===== config.mk =====
export PLATFORM = sky130hd
export DESIGN_NAME = call_trace_stack_memory_checker_core
export DESIGN_NICKNAME = d
export VERILOG_FILES = /design/src/design/ctsmc_pkg.sv /design/src/design/ctsmc_ram.sv /design/src/design/call_trace_stack_memory_checker_core.sv
export SDC_FILE = /design/constraint.sdc
export NUM_CORES = 2
export LEC_CHECK = 0
export ABC_AREA = 0
export BUFFER_PORTS_ARGS = -buffer_cell sky130_fd_sc_hd__buf_2
export CORE_UTILIZATION = 41
export CTS_CLUSTER_SIZE = 30
export DETAILED_ROUTE_END_ITERATION = 7
export PLACE_DENSITY_LB_ADDON = 0.12
export SYNTH_ARGS = -nofsm -noshare
export SYNTH_HDL_FRONTEND = slang
export SYNTH_SLANG_ARGS = --single-unit

===== constraint.sdc =====
create_clock -name clk -period 7.05 [get_ports clk]
set_input_delay 0.3525 -clock clk [delete_from_list [all_inputs] [get_ports clk]]
set_output_delay 0.3525 -clock clk [all_outputs]
set_load 0.02 [all_outputs]

===== src/design/ctsmc_pkg.sv =====
// ----------------------------------------------------------------------------
// ctsmc_pkg
// Shared types and constants for the call-trace stack memory checker.
// ----------------------------------------------------------------------------
package ctsmc_pkg;

	// parameter defaults
	localparam int NUM_PROCS_DEF   = 64;
	localparam int STACK_DEPTH_DEF = 32;
	localparam int SIZE_WIDTH_DEF  = 16;

	// fixed port widths
	localparam int ID_W      = 6;
	localparam int SIZE_IN_W = 16;
	localparam int MEM_W     = 21;
	localparam int POS_W     = 24;
	localparam int DEPTH_W   = 6;
	localparam int STATUS_W  = 3;

	localparam logic [MEM_W-1:0] MEM_MAX = '1;
	localparam logic [POS_W-1:0] POS_MAX = '1;

	// trace item kinds
	localparam logic FUNC_LOAD  = 1'b0;
	localparam logic FUNC_TRACE = 1'b1;

	typedef enum logic [STATUS_W-1:0] {
		ST_OK         = 3'd0,
		ST_UNKNOWN    = 3'd1,
		ST_BAD_PARENT = 3'd2,
		ST_OVERFLOW   = 3'd3,
		ST_HALTED     = 3'd4
	} status_t;

	typedef enum logic [2:0] {
		S_CLEAR,
		S_IDLE,
		S_LOAD,
		S_LOOK,
		S_TOP,
		S_POP,
		S_EMIT
	} state_t;

endpackage


===== src/design/ctsmc_ram.sv =====
// ----------------------------------------------------------------------------
// ctsmc_ram
// Generic one-write, one-read synchronous RAM with registered read data.
// ----------------------------------------------------------------------------
module ctsmc_ram #(
	parameter int WIDTH = 8,
	parameter int DEPTH = 16
) (
	input  logic                     clk,
	input  logic                     we,
	input  logic [$clog2(DEPTH)-1:0] waddr,
	input  logic [WIDTH-1:0]         wdata,
	input  logic                     re,
	input  logic [$clog2(DEPTH)-1:0] raddr,
	output logic [WIDTH-1:0]         rdata
);

	logic [WIDTH-1:0] mem_q [DEPTH];
	logic [WIDTH-1:0] rdata_q;

	always_ff @(posedge clk) begin
		if (we) begin
			mem_q[waddr] <= wdata;
		end
		if (re) begin
			rdata_q <= mem_q[raddr];
		end
	end

	assign rdata = rdata_q;

endmodule


===== src/design/call_trace_stack_memory_checker_core.sv =====
// ----------------------------------------------------------------------------
// call_trace_stack_memory_checker_core
// Follows a procedure-call trace and reports the memory held by the call
// stack. A load item sets a procedure's size. A trace item naming a procedure
// not on the stack pushes it and adds its size; naming one already on the
// stack unwinds every entry above it, subtracts their sizes and records the
// returned-to procedure as their parent, flagging a parent that disagrees
// with an earlier record. Any error in a trace item halts the checker until
// reset; an out-of-range load is reported but does not halt. Every input
// transfer yields exactly one result transfer. After reset a clearing pass
// wipes the procedure table; no input is taken during it. No new item is
// taken until the last one's result is emitted. A return reads and then
// writes the procedure table for each unwound entry.
// ----------------------------------------------------------------------------
module call_trace_stack_memory_checker_core
	import ctsmc_pkg::*;
#(
	parameter int NUM_PROCS   = NUM_PROCS_DEF,
	parameter int STACK_DEPTH = STACK_DEPTH_DEF,
	parameter int SIZE_WIDTH  = SIZE_WIDTH_DEF
) (
	input  logic                clk,
	input  logic                arst_n,
	// input channel
	input  logic                in_valid,
	output logic                in_ready,
	input  logic                func,
	input  logic [ID_W-1:0]     proc_id,
	input  logic [SIZE_IN_W-1:0] proc_size,
	// result channel
	output logic                out_valid,
	input  logic                out_ready,
	output logic [STATUS_W-1:0] status,
	output logic [MEM_W-1:0]    current_memory,
	output logic [MEM_W-1:0]    peak_memory,
	output logic [POS_W-1:0]    peak_position,
	output logic [DEPTH_W-1:0]  stack_depth,
	output logic [ID_W-1:0]     culprit_id
);

	localparam int PID_W  = $clog2(NUM_PROCS);
	localparam int SP_W   = $clog2(STACK_DEPTH + 1);
	localparam int STK_AW = $clog2(STACK_DEPTH);
	localparam int SUM_W  = ((SIZE_WIDTH > MEM_W) ? SIZE_WIDTH : MEM_W) + 1;

	// one procedure table entry: size, recorded parent and stack membership
	typedef struct packed {
		logic                  size_known;
		logic [SIZE_WIDTH-1:0] size;
		logic                  parent_known;
		logic [PID_W-1:0]      parent;
		logic                  on_stack;
	} proc_entry_t;

	localparam int PE_W = $bits(proc_entry_t);

	// control state
	state_t              state_q, state_d;
	logic [PID_W-1:0]    clr_q;
	logic [SP_W-1:0]     sp_q, sp_d;
	logic [MEM_W-1:0]    mem_q, mem_d;
	logic [MEM_W-1:0]    max_q;
	logic [POS_W-1:0]    maxpos_q;
	logic [POS_W-1:0]    pos_q;
	logic                halted_q;
	logic                out_valid_q;

	// item registers
	logic [ID_W-1:0]       id_q;
	logic [PID_W-1:0]      idx_q;
	logic [SIZE_WIDTH-1:0] size_q;
	logic [PID_W-1:0]      top_q;
	status_t               res_status_q, res_status_d;
	logic [ID_W-1:0]       res_culprit_q, res_culprit_d;

	// result registers
	status_t            status_out_q;
	logic [MEM_W-1:0]   cur_out_q;
	logic [MEM_W-1:0]   peak_out_q;
	logic [POS_W-1:0]   peakpos_out_q;
	logic [DEPTH_W-1:0] depth_out_q;
	logic [ID_W-1:0]    culprit_out_q;

	// memory ports
	logic              pt_we, pt_re;
	logic [PID_W-1:0]  pt_waddr, pt_raddr;
	proc_entry_t       pt_wdata, pt_rd;
	logic [PE_W-1:0]   pt_rdata;
	logic              st_we, st_re;
	logic [STK_AW-1:0] st_waddr, st_raddr;
	logic [PID_W-1:0]  st_wdata, st_rdata;

	// per-cycle decisions
	logic             accept;
	logic             id_in_range;
	logic [PID_W-1:0] idx_in;
	logic             clr_last;
	logic             top_is_id;
	logic             stack_full;
	logic             parent_bad;
	logic             out_free;
	logic             finish_ok;
	logic             halt_set;
	logic             emit;
	logic             load_item;
	logic             top_ld;
	logic [SUM_W-1:0] push_sum;
	logic [SUM_W-1:0] pop_size;

	assign accept      = in_valid && in_ready;
	assign id_in_range = 32'(proc_id) < NUM_PROCS;
	assign idx_in      = PID_W'(proc_id);
	assign clr_last    = clr_q == PID_W'(NUM_PROCS - 1);
	assign pt_rd       = proc_entry_t'(pt_rdata);
	assign top_is_id   = st_rdata == idx_q;
	assign stack_full  = sp_q >= SP_W'(STACK_DEPTH);
	assign parent_bad  = pt_rd.parent_known && (pt_rd.parent != idx_q);
	assign out_free    = !out_valid_q || out_ready;
	assign push_sum    = SUM_W'(mem_q) + SUM_W'(pt_rd.size);
	assign pop_size    = pt_rd.size_known ? SUM_W'(pt_rd.size) : '0;

	assign in_ready = (state_q == S_IDLE);
	assign emit     = (state_q == S_EMIT) && out_free;

	// procedure table: size, parent and on-stack flag per procedure
	ctsmc_ram #(
		.WIDTH (PE_W),
		.DEPTH (NUM_PROCS)
	) u_proc_ram (
		.clk   (clk),
		.we    (pt_we),
		.waddr (pt_waddr),
		.wdata (pt_wdata),
		.re    (pt_re),
		.raddr (pt_raddr),
		.rdata (pt_rdata)
	);

	// call stack of procedure indexes
	ctsmc_ram #(
		.WIDTH (PID_W),
		.DEPTH (STACK_DEPTH)
	) u_stack_ram (
		.clk   (clk),
		.we    (st_we),
		.waddr (st_waddr),
		.wdata (st_wdata),
		.re    (st_re),
		.raddr (st_raddr),
		.rdata (st_rdata)
	);

	// ---------------------------------------------------------------- next state
	always_comb begin
		state_d = state_q;
		unique case (state_q)
			S_CLEAR: begin
				if (clr_last) state_d = S_IDLE;
			end
			S_IDLE: begin
				if (accept) begin
					if (func == FUNC_LOAD) begin
						state_d = id_in_range ? S_LOAD : S_EMIT;
					end else begin
						state_d = (halted_q || !id_in_range) ? S_EMIT : S_LOOK;
					end
				end
			end
			S_LOAD: state_d = S_EMIT;
			S_LOOK: begin
				if (pt_rd.on_stack && !top_is_id) state_d = S_POP;
				else                              state_d = S_EMIT;
			end
			S_TOP: state_d = top_is_id ? S_EMIT : S_POP;
			S_POP: state_d = parent_bad ? S_EMIT : S_TOP;
			S_EMIT: begin
				if (out_free) state_d = S_IDLE;
			end
			default: state_d = S_IDLE;
		endcase
	end

	// ---------------------------------------------------------------- datapath control
	always_comb begin
		pt_we         = 1'b0;
		pt_waddr      = idx_q;
		pt_wdata      = pt_rd;
		pt_re         = 1'b0;
		pt_raddr      = idx_in;
		st_we         = 1'b0;
		st_waddr      = STK_AW'(sp_q);
		st_wdata      = idx_q;
		st_re         = 1'b0;
		st_raddr      = STK_AW'(sp_q - 1'b1);
		sp_d          = sp_q;
		mem_d         = mem_q;
		res_status_d  = res_status_q;
		res_culprit_d = res_culprit_q;
		finish_ok     = 1'b0;
		halt_set      = 1'b0;
		load_item     = 1'b0;
		top_ld        = 1'b0;

		unique case (state_q)
			S_CLEAR: begin
				pt_we    = 1'b1;
				pt_waddr = clr_q;
				pt_wdata = '0;
			end
			S_IDLE: begin
				if (accept) begin
					load_item     = 1'b1;
					res_status_d  = ST_OK;
					res_culprit_d = '0;
					if (func == FUNC_LOAD) begin
						if (id_in_range) begin
							// read the entry so its stack membership survives the load
							pt_re = 1'b1;
						end else begin
							res_status_d  = ST_UNKNOWN;
							res_culprit_d = proc_id;
						end
					end else if (halted_q) begin
						res_status_d = ST_HALTED;
					end else if (!id_in_range) begin
						res_status_d  = ST_UNKNOWN;
						res_culprit_d = proc_id;
						halt_set      = 1'b1;
					end else begin
						// fetch the entry and the stack top together
						pt_re = 1'b1;
						st_re = 1'b1;
					end
				end
			end
			S_LOAD: begin
				pt_we                 = 1'b1;
				pt_wdata.size_known   = 1'b1;
				pt_wdata.size         = size_q;
				pt_wdata.parent_known = 1'b0;
				res_status_d          = halted_q ? ST_HALTED : ST_OK;
			end
			S_LOOK: begin
				if (pt_rd.on_stack) begin
					if (top_is_id) begin
						finish_ok = 1'b1;
					end else begin
						// start unwinding: fetch the top entry and the one below it
						top_ld   = 1'b1;
						pt_re    = 1'b1;
						pt_raddr = st_rdata;
						st_re    = 1'b1;
						st_raddr = STK_AW'(sp_q - SP_W'(2));
					end
				end else if (stack_full) begin
					res_status_d  = ST_OVERFLOW;
					res_culprit_d = id_q;
					halt_set      = 1'b1;
				end else if (!pt_rd.size_known) begin
					res_status_d  = ST_UNKNOWN;
					res_culprit_d = id_q;
					halt_set      = 1'b1;
				end else begin
					// push the call
					st_we             = 1'b1;
					pt_we             = 1'b1;
					pt_wdata.on_stack = 1'b1;
					sp_d              = sp_q + 1'b1;
					mem_d             = (push_sum > SUM_W'(MEM_MAX)) ? MEM_MAX
					                                                 : MEM_W'(push_sum);
					finish_ok         = 1'b1;
				end
			end
			S_TOP: begin
				if (top_is_id) begin
					finish_ok = 1'b1;
				end else begin
					top_ld   = 1'b1;
					pt_re    = 1'b1;
					pt_raddr = st_rdata;
					st_re    = 1'b1;
					st_raddr = STK_AW'(sp_q - SP_W'(2));
				end
			end
			S_POP: begin
				if (parent_bad) begin
					res_status_d  = ST_BAD_PARENT;
					res_culprit_d = ID_W'(top_q);
					halt_set      = 1'b1;
				end else begin
					// drop the top entry and record its parent
					pt_we                 = 1'b1;
					pt_waddr              = top_q;
					pt_wdata.parent_known = 1'b1;
					pt_wdata.parent       = idx_q;
					pt_wdata.on_stack     = 1'b0;
					sp_d                  = sp_q - 1'b1;
					mem_d                 = (SUM_W'(mem_q) > pop_size)
					                        ? MEM_W'(SUM_W'(mem_q) - pop_size) : '0;
				end
			end
			S_EMIT: begin
			end
			default: begin
			end
		endcase
	end

	// ---------------------------------------------------------------- control registers
	always_ff @(posedge clk or negedge arst_n) begin
		if (!arst_n) begin
			state_q     <= S_CLEAR;
			clr_q       <= '0;
			sp_q        <= '0;
			mem_q       <= '0;
			max_q       <= '0;
			maxpos_q    <= '0;
			pos_q       <= '0;
			halted_q    <= 1'b0;
			out_valid_q <= 1'b0;
		end else begin
			state_q <= state_d;
			sp_q    <= sp_d;
			mem_q   <= mem_d;
			if (state_q == S_CLEAR) begin
				clr_q <= clr_q + 1'b1;
			end
			// count trace items while running, saturate at the top
			if (accept && func == FUNC_TRACE && !halted_q && pos_q != POS_MAX) begin
				pos_q <= pos_q + 1'b1;
			end
			// peak moves only when strictly exceeded
			if (finish_ok && max_q < mem_d) begin
				max_q    <= mem_d;
				maxpos_q <= pos_q;
			end
			if (halt_set) begin
				halted_q <= 1'b1;
			end
			if (emit) begin
				out_valid_q <= 1'b1;
			end else if (out_ready) begin
				out_valid_q <= 1'b0;
			end
		end
	end

	// ---------------------------------------------------------------- payload registers
	always_ff @(posedge clk) begin
		res_status_q  <= res_status_d;
		res_culprit_q <= res_culprit_d;
		if (load_item) begin
			id_q   <= proc_id;
			idx_q  <= idx_in;
			size_q <= SIZE_WIDTH'(proc_size);
		end
		if (top_ld) begin
			top_q <= st_rdata;
		end
		if (emit) begin
			status_out_q  <= res_status_q;
			cur_out_q     <= mem_q;
			peak_out_q    <= max_q;
			peakpos_out_q <= maxpos_q;
			depth_out_q   <= DEPTH_W'(sp_q);
			culprit_out_q <= res_culprit_q;
		end
	end

	assign out_valid      = out_valid_q;
	assign status         = status_out_q;
	assign current_memory = cur_out_q;
	assign peak_memory    = peak_out_q;
	assign peak_position  = peakpos_out_q;
	assign stack_depth    = depth_out_q;
	assign culprit_id     = culprit_out_q;

	// ---------------------------------------------------------------- assertions
`ifndef SYNTHESIS
	// the stack pointer never runs past the stack
	a_sp_bound: assert property (@(posedge clk) disable iff (!arst_n)
		sp_q <= SP_W'(STACK_DEPTH))
		else $error("stack pointer beyond stack depth");

	// an error halts the checker for good
	a_halt_sticky: assert property (@(posedge clk) disable iff (!arst_n)
		halted_q |=> halted_q)
		else $error("halt flag cleared without reset");

	// pops only shrink memory and pushes update the peak, so the peak bounds it
	a_peak_bound: assert property (@(posedge clk) disable iff (!arst_n)
		max_q >= mem_q)
		else $error("current memory above peak");
`endif

endmodule


; ---- Word level (Yosys, flattened, before mapping)
; Memory sizes are Yosys's and may differ from the RTL's. A register that Yosys moved wholly into a read port is not among the register bits.
; Index checks and enable logic that the tools add are counted.
[word_totals]
ff_bits = 225
output_inout_bits = 83
memories = 2
mem_bits_rw = 1792
inputBits = 27
[op_classes]
order_cmp = 4
n_reduce_logical = 22
add_sub_neg = 7
n_eq_ne = 19
muxes = 82
[mem_list]
columns = name, words, word_bits, rd, rd_clocked_by_memory_dff, wr, line
row1 = u_proc_ram.mem_q, 64, 25, 1, 1, 1, ctsmc_ram.sv:18  ; logic [WIDTH-1:0] mem_q [DEPTH];
row2 = u_stack_ram.mem_q, 32, 6, 1, 1, 1, ctsmc_ram.sv:18
[op_table]
columns = operator, count
row1 = $mux 21, 6
row2 = $mux 6, 12
row3 = $pmux 6 s2, 4
row4 = $pmux 21 s2, 1
row5 = $mux 3, 12
row6 = $pmux 17 s2, 1
row7 = $mux 1, 27
row8 = $add 24x1->24 const B, 1
row9 = $ne 24x24->1 const B, 1
row10 = $add 21x16->22, 1
row11 = $gt 22x21->1 const B, 1
row12 = $gt 21x16->1, 1
row13 = $lt 21x21->1, 1
row14 = $pmux 3 s7, 1
row15 = $sub 21x16->21, 1
row16 = $pmux 6 s3, 1
row17 = $mux 16, 1
row18 = $reduce_and 5->1, 3
row19 = $add 6x1->6 const B, 2
row20 = $ne 2x2->1 const B, 6
row21 = $pmux 1 s3, 4
row22 = $pmux 3 s4, 1
row23 = $mux 5, 2
row24 = $pmux 5 s2, 1
row25 = 23 further kinds, 42

; ---- Logic depth before layout (Yosys ltp)
[depth]
depth_word = 9
ltp_mapped = 25

; ---- Modules after synthesis
; A second synthesis with hierarchy kept.
[hier_totals]
cells_unflattened = 4242
area_unflattened_um2 = 82182.6
[modules_own_cells]
columns = mod, cells_each, area_each_um2, seq_area_each_um2, n_inst
row1 = ctsmc_ram at u_proc_ram, 2884, 62767.7, 48796.8, 1
row2 = call_trace_stack_memory_checker_core, 1035, 11765.0, 6221.0, 1
row3 = ctsmc_ram at u_stack_ram, 323, 7649.8, 5945.7, 1

; ---- Worst setup path before layout
; Ideal clock, no wire load.
[synth_timing]
path_type = reg-to-reg
from = reg state_q[1]
to = reg culprit_out_q[0] (netlist: culprit_id[0]) (enable)
arrival_time_ns = 6.843
n_path_buf = 2
setup_time_ns = 0.637
path_stages_with_launch = 5
setup_slack_ns = -0.430
cell_sequence = dfrtp_1 buf_2 buf_1 nand2_1 nor3b_1
[synth_between]
elab_chain_len = 2
[synth_rtl]
columns = item, line
row1 = start: declaration, call_trace_stack_memory_checker_core.sv:58  ; state_t state_q, state_d;
row2 = start signal: assignment, call_trace_stack_memory_checker_core.sv:322  ; state_q <= state_d;
row3 = $eq 3x3->1, call_trace_stack_memory_checker_core.sv:123  ; assign emit = (state_q == S_EMIT) && out_free;
row4 = $logic_and 1x1->1, call_trace_stack_memory_checker_core.sv:123
row5 = named net emit, call_trace_stack_memory_checker_core.sv:104  ; logic emit;
row6 = end signal: assignment, call_trace_stack_memory_checker_core.sv:366  ; culprit_out_q <= res_culprit_q;
row7 = end: declaration, call_trace_stack_memory_checker_core.sv:82  ; logic [ID_W-1:0] culprit_out_q;
; The timed path passes the listed nets, and every way through them passes these cells.
; A chain may end at the register's enable or synchronous reset.

; ---- Worst setup path in the final report
[layout_timing]
from = reg u_proc_ram.rdata_q[24] (netlist: u_proc_ram.rdata[24]) (read register of u_proc_ram.mem_q)
to = reg max_q[18]
[layout_between]
elab_chain_len = 7
word_cells_on_any_way = 15
[layout_rtl]
columns = item, line
row1 = start: declaration, ctsmc_ram.sv:19  ; logic [WIDTH-1:0] rdata_q;
row2 = $mux 16, call_trace_stack_memory_checker_core.sv:120  ; assign pop_size = pt_rd.size_known ? SUM_W'(pt_rd.size) : '0;
row3 = $sub 21x16->21 or $gt 21x16->1 (tied branches), "call_trace_stack_memory_checker_core.sv:299, call_trace_stack_memory_checker_core.sv:298"
row4 = $mux 21, call_trace_stack_memory_checker_core.sv:299  ; ? MEM_W'(SUM_W'(mem_q) - pop_size) : '0;
row5 = $mux 21, call_trace_stack_memory_checker_core.sv:286  ; if (parent_bad) begin
row6 = $pmux 21 s2 (*), call_trace_stack_memory_checker_core.sv:204  ; unique case (state_q)
row7 = named net mem_d[17], call_trace_stack_memory_checker_core.sv:61  ; logic [MEM_W-1:0] mem_q, mem_d;
row8 = $lt 21x21->1 (*), call_trace_stack_memory_checker_core.sv:333  ; if (finish_ok && max_q < mem_d) begin
row9 = $logic_and 1x1->1 (*), call_trace_stack_memory_checker_core.sv:333
row10 = end signal: assignment, call_trace_stack_memory_checker_core.sv:334  ; max_q <= mem_d;
row11 = end: declaration, call_trace_stack_memory_checker_core.sv:62  ; logic [MEM_W-1:0] max_q;
; The timed path passes the listed nets; every way through them passes the cells marked *.

==> impl_metrics.ini <==
[outcome]
status = completed

[sta]
slew_headroom_pct = 19.4
slew_violations = 0
finalCriticalPeriod_ps = 5860
max_freq_ghz = 0.171
tns_ps = 0
grt_setup_unrepaired = no
hold_violations = 0
clock-skew-final_ps = 43.2
fin_crit_sh_pct = 83.2
tightest_slew_ps = 1210
worst_hold_slack_ps = 176
setup_viol = 0

[critical_path]
path_max_fanout = 45
crit_path_end_kind = flip-flop
startpoint_type = flip-flop
crit_type = reg2reg
r2r_slack_ps = 1190
timing.rr.start = u_proc_ram.rdata[24]
ff2ff_path_depth = 23
r2r_end = max_q[18]
critPathRequiredTime_ps = 7750
arrival_ps = 6560

[clock_tree]
h-tree-depth = 4
cts_buffers = 212
worstSkewPairLatency_ps = 860
cts_sinks = 2048
cts_root_buffer = clkbuf_16
clk_pin_slew_ps = 60
postCtsResizedCells = 0
cts_tree = yes
clock_path_buffers = 3

[placement]
place.gp.congestion = 0.859
dpl.hpwl_um = 133000
port_buffers = 109

[hold_path]
hold_path_depth = 3
min_from = out_ready
hold_end = out_valid
hold_class = in2reg

[global_routing]
grt_pass1_vias = 45800
track_usage_pct = 22.5
grt_max_degree = 84
grt_pass1_wl_um = 331000
gr-total-overflow = 0
antenna_found_initial = 10

[synthesis]
avgSynthCellArea_sq_um = 15.5
synth_edf_count = 1941
async_reset_ff_share_pct = 5.22
seq_area_frac_synth_pct = 74.5
yosys-top-cells-count = 1941 x edfxtp_1, 946 x nand2_1, 417 x mux2i_1
ys_warn_count = 0
syn-cell-area_sq_um = 81800
synth.most_common_cell = edfxtp_1
synthCells = 5290
synth_top_cell_area_share_pct = 71.3
synth_flop_cell = edfxtp_1
synth_nets = 5380
synthTopCellsByArea = edfxtp_1 71%, mux2i_1 5.1%, nand2_1 4.3%, dfrtp_1 3.3%, a31oi_1 1.6%
yosysTopAreaCell = edfxtp_1
ys_types = 80
ys_ff_latch = 2048

[die]
std_cell_rows = 163
start_util_pct = 41.3
core_area_sq_um = 198000
die_area_sq_um = 201000
die-width_um = 449
die_h_um = 449
io_pins = 110

[detailed_routing]
wl_per_cell_um = 27.5
ant_nets = 0
drt-initial-drc-count = 5066
drc = 0
via_per_inst = 5.63
finalWirelength_um = 230000
dr.pass1.iters = 8
vias = 47100

[power_and_ir_drop]
ir_worst_vdd_mv = 0.330
switching_share_pct = 37.5
power_density_nw_per_um2 = 469
p_clk_share_pct = 24.7
internal-power_w = 0.0275
p_comb_share_pct = 36.7
power_switching_w = 0.0165
leakage_nw = 33.0
seqPwrFrac_pct = 38.6

[final_layout]
drive_gt1_share_pct = 14.3
nNetsFinal = 5630
syn_to_final_growth_pct = 14.7

[job]
drv_cap = 0
[layout by cell type, fill, tap and decap left out, types with 11 or more instances in the layout]
cell	instances
a211oi_1	18
mux2_4	30
a31oi_1	210
a32oi_1	101
a21oi_1	56
a221o_1	11
a222oi_1	102
nor2_2	47
edfxtp_1	1941
buf_2	108
dlygate4sd3_1	26
buf_12	31
clkbuf_16	214
a21o_1	40
nor2b_1	24
nor2_1	62
mux4_2	50
nor3_1	11
nand3_1	231
and2_1	14
and3_1	106
nand4_1	42
dfrtp_1	107
clkbuf_1	46
clkinv_2	38
nand2_1	944
inv_1	36
mux2_2	16
or3_1	19
o21ai_4	28
clkinv_1	55
nor2_4	20
ha_1	61
xor2_1	21
xnor2_1	53
mux2i_1	417
o21ai_0	41
buf_4	168
bufinv_16	16
[routing by layer]
metal	global-route usage, %	part of all wire (%)	up-vias
met1	31.7	44	24100
li1	-	-	21000
met4	5.82	2.4	4
met3	3.40	6.1	318
met2	36.4	47	1590
met5	0	0.013	-
[cell type report]
| cell class | count | area, sq um |
|---|---|---|
| flip-flops and latches | 2048 | 61000 |
| multi-input cells | 2907 | 20100 |
| clock inverters | 127 | 1140 |
| inverters | 38 | 143 |
| repair buffers | 333 | 2680 |
| diodes | 1 | 2.50 |
| fillers | 17100 | 104000 |
| well taps | 2640 | 3300 |
| clock buffers | 263 | 5570 |
[critical path: stages (launching register included)]
cell and delay, ps:
edfxtp_1 340, buf_4 210, nand2_1 80, ha_1 380
and3_1 210, o21ai_0 110, a21boi_0 500, o211a_1 240
o21ai_0 170, a21oi_1 550, or3b_2 490, nand3_1 160
inv_1 60, ha_1 300, nand4_1 90, nor2_1 140
nand2_1 70, nor3_1 240, nand2_1 90, o2111ai_1 90
a31oi_1 100, o21ai_4 70, buf_4 610, mux2_2 420
[power groups by stage]
stage,sequential (W),combinational [W],clock [W]
after CTS,0.0170,0.0163,0.0111
after floorplan,0.0175,0.00926,0
final,0.0170,0.0162,0.0109
after global routing,0.0171,0.0172,0.0115
after detailed placement,0.0173,0.0162,0
after global placement,0.0172,0.0161,0
[cell families after synthesis]
group                    share of synthesized area, %
flip-flops                                       74.5
AND/OR/NAND/NOR                                  8.43
AO/OA/AOI/OAI                                    6.16
multiplexers                                     7.33
buffers and inverters                            1.75
XOR/XNOR                                        0.823
adder cells (fa/ha/maj)                         0.982
[per-stage QoR]
stage	worst slack, ps	instance area, sq um	util, %	instances	power [W]
global route	750	93900	47.4	8356	0.0459
finish	1190	93900	47.4	8357	0.0441
CTS	1220	93900	47.4	8356	0.0444
floorplan	1910	81800	-	5290	0.0268
global placement	1200	86900	43.9	7939	0.0334
detailed placement	1270	86900	43.9	7939	0.0335
[sequential cells by signal, indices dropped and copies added, names as in the netlist, 6 cells and up]
name               count
u_proc_ram.mem_q    1600
u_stack_ram.mem_q    192
u_proc_ram.rdata      25
maxpos_q              24
peak_position         24
pos_q                 24
current_memory        21
max_q                 21
mem_q                 21
peak_memory           21
size_q                16
clr_q                  6
culprit_id             6
idx_q                  6
res_culprit_q          6
sp_q                   6
stack_depth            6
top_q                  6
u_stack_ram.rdata      6
[worst max path at each step]
| stage | to | startpoint | cells after the start |
|---|---|---|---|
| floorplan | u_proc_ram.mem_q[0][1] | idx_q[4] | 8 |
| global placement | maxpos_q[1] | mem_q[0] | 24 |
| detailed placement | max_q[18] | u_proc_ram.rdata[24] | 23 |
| CTS | max_q[18] | u_proc_ram.rdata[24] | 23 |
| global route | max_q[15] | u_proc_ram.rdata[24] | 23 |
| finish | max_q[18] | u_proc_ram.rdata[24] | 23 |
[timing repair]
| item | 4_1_cts | 5_1_grt |
|---|---|---|
| endpoints found under the setup margin | 0 | 0 |
| endpoints found under the hold margin | 58 | 0 |
| setup buffers | 0 | 0 |
| hold buffers | 27 | 0 |
(Power assumes the default switching activity.)
